### config.mk
export PLATFORM = sky130hd
export DESIGN_NAME = atb_ctrl
export DESIGN_NICKNAME = d
export VERILOG_FILES = /design/src/hw/rtl/alias_table_builder_assert.svh /design/src/hw/rtl/atb_pkg.sv /design/src/hw/rtl/atb_ctrl.sv
export SDC_FILE = /design/constraint.sdc
export NUM_CORES = 1
export LEC_CHECK = 0
export BUFFER_PORTS_ARGS = -buffer_cell sky130_fd_sc_hd__buf_2
export CORE_AREA = 3 3 134 136
export CTS_BUF_LIST = sky130_fd_sc_hd__clkbuf_2 sky130_fd_sc_hd__clkbuf_4 sky130_fd_sc_hd__clkbuf_8
export DETAILED_ROUTE_END_ITERATION = 6
export DIE_AREA = 0 0 137 139
export GPL_TIMING_DRIVEN = 0
export SLEW_MARGIN = 30
export SYNTH_ARGS = -nofsm -noshare
export SYNTH_HDL_FRONTEND = slang
export SYNTH_SLANG_ARGS = --single-unit
### constraint.sdc
create_clock -name clk -period 4.9 [get_ports clk]
set_input_delay 0.735 -clock clk [delete_from_list [all_inputs] [get_ports clk]]
set_output_delay 0.735 -clock clk [all_outputs]
set_load 0.01 [all_outputs]
### src/hw/rtl/alias_table_builder_assert.svh
// ----------------------------------------------------------------------------
// alias_table_builder assertion macros
// Shared concurrent assertion forms, clocked on clk and held off in reset.
// ----------------------------------------------------------------------------
`ifndef ALIAS_TABLE_BUILDER_ASSERT_SVH
`define ALIAS_TABLE_BUILDER_ASSERT_SVH

// same-cycle implication
`define ATB_ASSERT_NOW(lbl, ante, cons, msg) \
    lbl: assert property (@(posedge clk) disable iff (!rst_n) (ante) |-> (cons)) \
        else $error(msg);

// next-cycle implication
`define ATB_ASSERT_NEXT(lbl, ante, cons, msg) \
    lbl: assert property (@(posedge clk) disable iff (!rst_n) (ante) |=> (cons)) \
        else $error(msg);

`endif

### src/hw/rtl/atb_pkg.sv
// ----------------------------------------------------------------------------
// atb_pkg
// Types and constants shared by the alias table builder modules.
// ----------------------------------------------------------------------------
package atb_pkg;

    localparam int DEPTH       = 1024;
    localparam int IDX_BITS    = 10;
    localparam int COUNT_BITS  = 11;
    localparam int WEIGHT_BITS = 32;
    localparam int TOTAL_BITS  = 42;
    localparam int FRAC_BITS   = 16;
    localparam int PROB_BITS   = 17;
    localparam int QCNT_BITS   = 5;

    localparam logic [PROB_BITS-1:0] PROB_ONE = PROB_BITS'(1) << FRAC_BITS;

    localparam logic CMD_LOAD   = 1'b0;
    localparam logic CMD_READ   = 1'b1;
    localparam logic KIND_BUILD = 1'b0;
    localparam logic KIND_READ  = 1'b1;

    typedef enum logic [3:0] {
        ST_IDLE,
        ST_READ_WAIT,
        ST_SUM_RD,
        ST_SUM_ACC,
        ST_BIG_CHK,
        ST_BIG_LD,
        ST_SM_CHK,
        ST_SM_LD,
        ST_DIV,
        ST_PAIR,
        ST_FINISH
    } state_t;

    typedef struct packed {
        logic                  wt_wr;
        logic [IDX_BITS-1:0]   wt_wr_addr;
        logic                  wt_rd;
        logic [IDX_BITS-1:0]   wt_rd_addr;
        logic                  tab_wr;
        logic                  tab_init;
        logic [IDX_BITS-1:0]   tab_wr_addr;
        logic [IDX_BITS-1:0]   alias_val;
        logic                  tab_rd;
        logic [IDX_BITS-1:0]   tab_rd_addr;
        logic                  sum_clr;
        logic                  sum_acc;
        logic                  big_ld;
        logic                  sm_ld;
        logic                  big_update;
        logic                  div_start;
        logic                  out_build;
        logic                  out_read;
        logic                  out_in_range;
        logic [COUNT_BITS-1:0] count;
    } dp_cmd_t;

    typedef struct packed {
        logic big_le_sum;
        logic sm_gt_sum;
        logic new_big_le_sum;
        logic div_busy;
        logic out_busy;
    } dp_stat_t;

endpackage

### src/hw/rtl/atb_ctrl.sv
// ----------------------------------------------------------------------------
// atb_ctrl
// Controller: load/read handling, sum sweep and the big/small pairing sweep.
// ----------------------------------------------------------------------------
module atb_ctrl
    import atb_pkg::*;
(
    input  logic                clk,
    input  logic                rst_n,
    input  logic                in_valid,
    output logic                in_ready,
    input  logic                in_cmd,
    input  logic                in_last,
    input  logic [IDX_BITS-1:0] in_index,
    output dp_cmd_t             cmd,
    input  dp_stat_t            stat
);

    state_t                state_reg, state_next;
    logic [COUNT_BITS-1:0] count_reg, count_next;
    logic                  built_reg, built_next;
    logic [COUNT_BITS-1:0] i_reg, i_next;
    logic [COUNT_BITS-1:0] bcnt_reg, bcnt_next;
    logic [COUNT_BITS-1:0] scnt_reg, scnt_next;
    logic [IDX_BITS-1:0]   fake_idx_reg, fake_idx_next;
    logic                  fake_vld_reg, fake_vld_next;
    logic                  need_big_reg, need_big_next;
    logic                  need_sm_reg, need_sm_next;
    logic                  rng_reg, rng_next;
    logic [COUNT_BITS-1:0] eff_count;
    logic [COUNT_BITS-1:0] big_idx;
    logic [COUNT_BITS-1:0] sm_idx;
    logic                  big_done;
    logic                  sm_done;

    always_ff @(posedge clk or negedge rst_n)
    begin
        if (!rst_n)
        begin
            state_reg    <= ST_IDLE;
            count_reg    <= '0;
            built_reg    <= 1'b0;
            i_reg        <= '0;
            bcnt_reg     <= '0;
            scnt_reg     <= '0;
            fake_idx_reg <= '0;
            fake_vld_reg <= 1'b0;
            need_big_reg <= 1'b1;
            need_sm_reg  <= 1'b1;
            rng_reg      <= 1'b0;
        end
        else
        begin
            state_reg    <= state_next;
            count_reg    <= count_next;
            built_reg    <= built_next;
            i_reg        <= i_next;
            bcnt_reg     <= bcnt_next;
            scnt_reg     <= scnt_next;
            fake_idx_reg <= fake_idx_next;
            fake_vld_reg <= fake_vld_next;
            need_big_reg <= need_big_next;
            need_sm_reg  <= need_sm_next;
            rng_reg      <= rng_next;
        end
    end

    assign eff_count = built_reg ? '0 : count_reg;
    assign big_idx   = bcnt_reg - 1'b1;
    assign sm_idx    = scnt_reg - 1'b1;
    assign big_done  = (bcnt_reg == count_reg) && (need_big_reg || stat.big_le_sum);
    assign sm_done   = (scnt_reg == count_reg) && (need_sm_reg || stat.sm_gt_sum);

    always_comb
    begin
        state_next    = state_reg;
        count_next    = count_reg;
        built_next    = built_reg;
        i_next        = i_reg;
        bcnt_next     = bcnt_reg;
        scnt_next     = scnt_reg;
        fake_idx_next = fake_idx_reg;
        fake_vld_next = fake_vld_reg;
        need_big_next = need_big_reg;
        need_sm_next  = need_sm_reg;
        rng_next      = rng_reg;
        in_ready      = 1'b0;
        cmd           = '0;
        cmd.count     = count_reg;

        unique case (state_reg)
            ST_IDLE:
            begin
                in_ready = 1'b1;
                if (in_valid)
                begin
                    if (in_cmd == CMD_LOAD)
                    begin
                        built_next = 1'b0;
                        count_next = eff_count;
                        if (eff_count < COUNT_BITS'(DEPTH))
                        begin
                            cmd.wt_wr      = 1'b1;
                            cmd.wt_wr_addr = eff_count[IDX_BITS-1:0];
                            count_next     = eff_count + 1'b1;
                        end
                        if (in_last)
                        begin
                            i_next      = '0;
                            cmd.sum_clr = 1'b1;
                            state_next  = ST_SUM_RD;
                        end
                    end
                    else
                    begin
                        cmd.tab_rd      = 1'b1;
                        cmd.tab_rd_addr = in_index;
                        rng_next        = built_reg && ({1'b0, in_index} < count_reg);
                        state_next      = ST_READ_WAIT;
                    end
                end
            end
            ST_READ_WAIT:
            begin
                if (!stat.out_busy)
                begin
                    cmd.out_read     = 1'b1;
                    cmd.out_in_range = rng_reg;
                    state_next       = ST_IDLE;
                end
            end
            ST_SUM_RD:
            begin
                // fetch weight and preset the entry to probability one, alias 0
                cmd.wt_rd       = 1'b1;
                cmd.wt_rd_addr  = i_reg[IDX_BITS-1:0];
                cmd.tab_wr      = 1'b1;
                cmd.tab_init    = 1'b1;
                cmd.tab_wr_addr = i_reg[IDX_BITS-1:0];
                i_next          = i_reg + 1'b1;
                state_next      = ST_SUM_ACC;
            end
            ST_SUM_ACC:
            begin
                cmd.sum_acc = 1'b1;
                if (i_reg == count_reg)
                begin
                    bcnt_next     = '0;
                    scnt_next     = '0;
                    fake_vld_next = 1'b0;
                    need_big_next = 1'b1;
                    need_sm_next  = 1'b1;
                    state_next    = ST_BIG_CHK;
                end
                else
                begin
                    state_next = ST_SUM_RD;
                end
            end
            ST_BIG_CHK:
            begin
                if ((need_big_reg || stat.big_le_sum) && bcnt_reg < count_reg)
                begin
                    cmd.wt_rd      = 1'b1;
                    cmd.wt_rd_addr = bcnt_reg[IDX_BITS-1:0];
                    bcnt_next      = bcnt_reg + 1'b1;
                    need_big_next  = 1'b0;
                    state_next     = ST_BIG_LD;
                end
                else
                begin
                    state_next = ST_SM_CHK;
                end
            end
            ST_BIG_LD:
            begin
                cmd.big_ld = 1'b1;
                state_next = ST_BIG_CHK;
            end
            ST_SM_CHK:
            begin
                if ((need_sm_reg || stat.sm_gt_sum) && !fake_vld_reg &&
                    scnt_reg < count_reg)
                begin
                    cmd.wt_rd      = 1'b1;
                    cmd.wt_rd_addr = scnt_reg[IDX_BITS-1:0];
                    scnt_next      = scnt_reg + 1'b1;
                    need_sm_next   = 1'b0;
                    state_next     = ST_SM_LD;
                end
                else if (big_done || sm_done)
                begin
                    state_next = ST_FINISH;
                end
                else
                begin
                    cmd.div_start = 1'b1;
                    state_next    = ST_DIV;
                end
            end
            ST_SM_LD:
            begin
                cmd.sm_ld  = 1'b1;
                state_next = ST_SM_CHK;
            end
            ST_DIV:
            begin
                if (!stat.div_busy)
                begin
                    state_next = ST_PAIR;
                end
            end
            ST_PAIR:
            begin
                cmd.tab_wr      = 1'b1;
                cmd.tab_wr_addr = fake_vld_reg ? fake_idx_reg : sm_idx[IDX_BITS-1:0];
                cmd.alias_val   = big_idx[IDX_BITS-1:0];
                cmd.big_update  = 1'b1;
                if (stat.new_big_le_sum)
                begin
                    // large entry drops to the mean: carry it as the next small
                    fake_idx_next = big_idx[IDX_BITS-1:0];
                    fake_vld_next = 1'b1;
                    need_big_next = 1'b1;
                end
                else
                begin
                    fake_vld_next = 1'b0;
                    need_sm_next  = 1'b1;
                end
                state_next = ST_BIG_CHK;
            end
            ST_FINISH:
            begin
                if (!stat.out_busy)
                begin
                    cmd.out_build = 1'b1;
                    built_next    = 1'b1;
                    state_next    = ST_IDLE;
                end
            end
            default:
            begin
                state_next = ST_IDLE;
            end
        endcase
    end

endmodule

==> flow_summary.json <==
{
  "outcome": "finished clean",
  "worstSetupPathType": "reg -> out",
  "grt_overflow": 0,
  "drtPass1Iterations": 5,
  "port_buffers": 95,
  "numClockSinks": 63,
  "antenna_found_initial": 0,
  "drt_iter0_markers": 450,
  "cp-startpoint": "count_reg[1]",
  "p_leak_nw": 2.854,
  "core_area_um2": 17060,
  "clock_latency_ns": 0.36,
  "finalMaxSlewViolations": 0,
  "power_frac_comb_pct": 52.1,
  "critPathSlowestCell": "o31ai_1",
  "grt_usage_pct": 18.07,
  "p_clk_share_pct": 16.6,
  "yosys_warnings": 0,
  "post_cts_buffers": 0,
  "cts-resized-gates": 0,
  "start_util_pct": 29.29,
  "synth_fp_nets": 673,
  "n_antenna_cell": 0,
  "routed_via_density": 5.291,
  "routed_wl_um": 17150,
  "hold_slack_ns": 0.3281,
  "ys.flop_type": "dfrtp_1",
  "rr_startpoint": "count_reg[10]",
  "rr_endpoint": "scnt_reg[4]",
  "cts_tree": "built",
  "routedWlPerCell_um": 18.01,
  "ys_ff_latch": 63,
  "die_area_um2": 19040,
  "startpoint_type": "flop",
  "min_path_type": "in -> async",
  "power_frac_seq_pct": 31.3,
  "finalCritPeriodShare_pct": 85.24,
  "max_cap_violations": 0,
  "hpwl_um": 13000,
  "synth_cell_types": 60,
  "ir_drop_uv": 143.9,
  "ant_nets": 0,
  "path_cells": "inv_1, ha_1, nor2b_1, o21ai_0, a21oi_1, o31ai_1, and3_1, clkbuf_1, a221o_1, buf_2",
  "fin_nets": 780,
  "r2r_setup_slack_ns": 1.79,
  "synthesis.area_um2": 4996,
  "drc": 0,
  "layout_commonest_cell": "buf_2",
  "worst-r2r-cell-count": 10,
  "power.internal_w": 0.001382,
  "avgSynthCellArea_um2": 8.124,
  "arrival_ns": 3.44,
  "hold_viol_final": 0,
  "postCtsHoldBufs": 0,
  "final_cell_mix": "buf_2 (97), nor2_1 (66), dfrtp_1 (61)",
  "synthCells": 615,
  "synth_edf_count": 0,
  "htree_levels": 3,
  "setup-violations-final": 0,
  "clk_pin_slew_ns": 0.08,
  "tightest_slew_ns": 0.8077,
  "p_sw_share_pct": 46.84,
  "max-slew-margin-rel_pct": 45.66,
  "syn_to_final_growth_pct": 19.16,
  "setup_tns_ns": 0,
  "drive_above_1_share_pct": 18.43,
  "worst_slack_ns": 0.7235,
  "place_ws_ns": 1.173,
  "die_h_um": 139,
  "cts_made_buffers": 9,
  "slowest_delay_ns": 0.58,
  "grt_pass1_wl_um": 26750,
  "grt_pass1_vias": 4760,
  "gp_congestion": 0.9484,
  "p_sw_w": 0.001218,
  "grt_setup_unrepaired": "false",
  "cp_max_fo": 9,
  "row_count": 48,
  "io_pins": 96,
  "powerDensity_nw_per_um2": 436.8,
  "fmax_mhz": 239.4,
  "cp.required_ns": 4.16,
  "yosysSeqAreaShare_pct": 31.61,
  "die_w_um": 137,
  "async_flop_share_pct": 100.0,
  "period_minus_slack_ns": 4.177,
  "num_vias": 5037,
  "critPathCaptureType": "primary output",
  "clockBufferDepth": 2,
  "clockRootBuffer": "clkbuf_8",
  "grt_max_degree": 35,
  "finalClockSkew_ns": 0.01629
}
critical path: cells and delay by family, from the launching register on:
kind                     cells  cell delay, ns
AO/OA/AOI/OAI                4            1.11
adder cells (fa/ha/maj)      1            0.36
buffers and inverters        3            0.75
flip-flops                   1            0.47
AND/OR/NAND/NOR              2            0.39
power by group through the flow:
stage               Clock, W  Combinational (W)  Sequential (W)
finish              0.000432            0.00135        0.000815
global route        0.000455            0.00152        0.000833
CTS                 0.000437            0.00135        0.000811
detailed placement         0            0.00134        0.000821
global placement           0            0.00132        0.000821
floorplan                  0           0.000958        0.000762
final cells by class:
type                            count  area [µm²]
Timing Repair Buffer               96       498.0
Inverter                           31       116.4
Buffer                             36       155.1
Tap cell                          225       281.5
Clock buffer                       14       167.7
Clock inverter                      2       10.01
Multi-Input combinational cell    485        3146
Fill cell                        1832       11100
Sequential cell                    63        1579
cells in the mapped netlist (7+ instances only):
cell | count | area share, %
nand2_1 | 53 | 4.0
xnor2_1 | 15 | 2.6
ha_1 | 38 | 9.5
nand3_1 | 27 | 2.7
nand2b_1 | 7 | 0.88
clkbuf_1 | 28 | 2.1
or3_1 | 7 | 0.88
o21ai_0 | 35 | 3.5
xor2_1 | 23 | 4.0
and2_1 | 18 | 2.3
nor2_1 | 66 | 5.0
dfrtp_1 | 61 | 31
nor4_1 | 7 | 0.88
nand4_1 | 9 | 1.1
inv_1 | 30 | 2.3
a21oi_1 | 48 | 4.8
a21o_1 | 11 | 1.7
o31ai_1 | 17 | 2.6
and3_1 | 11 | 1.4
or4_1 | 17 | 2.6
nor3_1 | 18 | 1.8
per-layer routing:
metal,global-route usage [%],share of wire [%]
met3,2.395,5.5
met2,28.87,47
met5,0,0
met1,24.49,44
met4,7.405,3.2
cells by family (layout without fill, tap and decap cells):
family | Yosys count | in the layout | share of synthesized area (%)
xor gates and xnor gates | 38 | 38 | 6.662
buffers and inverters | 67 | 179 | 5.434
DFF | 63 | 63 | 31.61
and+or+nand+nor | 260 | 260 | 27.15
AOI/OAI and AO/OA | 145 | 145 | 18.78
muxes | 4 | 4 | 0.8515
adders and majority gates | 38 | 38 | 9.517
through the flow:
stage	util, %	area [µm²]	power, W	cells
final	34.90	5953	0.002600	952
after global routing	34.90	5953	0.002809	952
after CTS	34.90	5953	0.002595	952
after detailed placement	33.86	5776	0.002158	936
after global placement	33.73	5753	0.002143	935
after floorplan	-	4996	0.001721	615
worst max path at each step:
stage                     endpoint  slack [ns]  cells past startpoint
after CTS                  cmd[54]        0.77                     10
after global placement     cmd[54]        1.18                      9
after global routing       cmd[61]        0.53                     10
after floorplan            cmd[53]        1.81                      9
after detailed placement   cmd[54]        1.17                     10
final                      cmd[60]        0.72                     10
(Power assumes the default switching activity.)
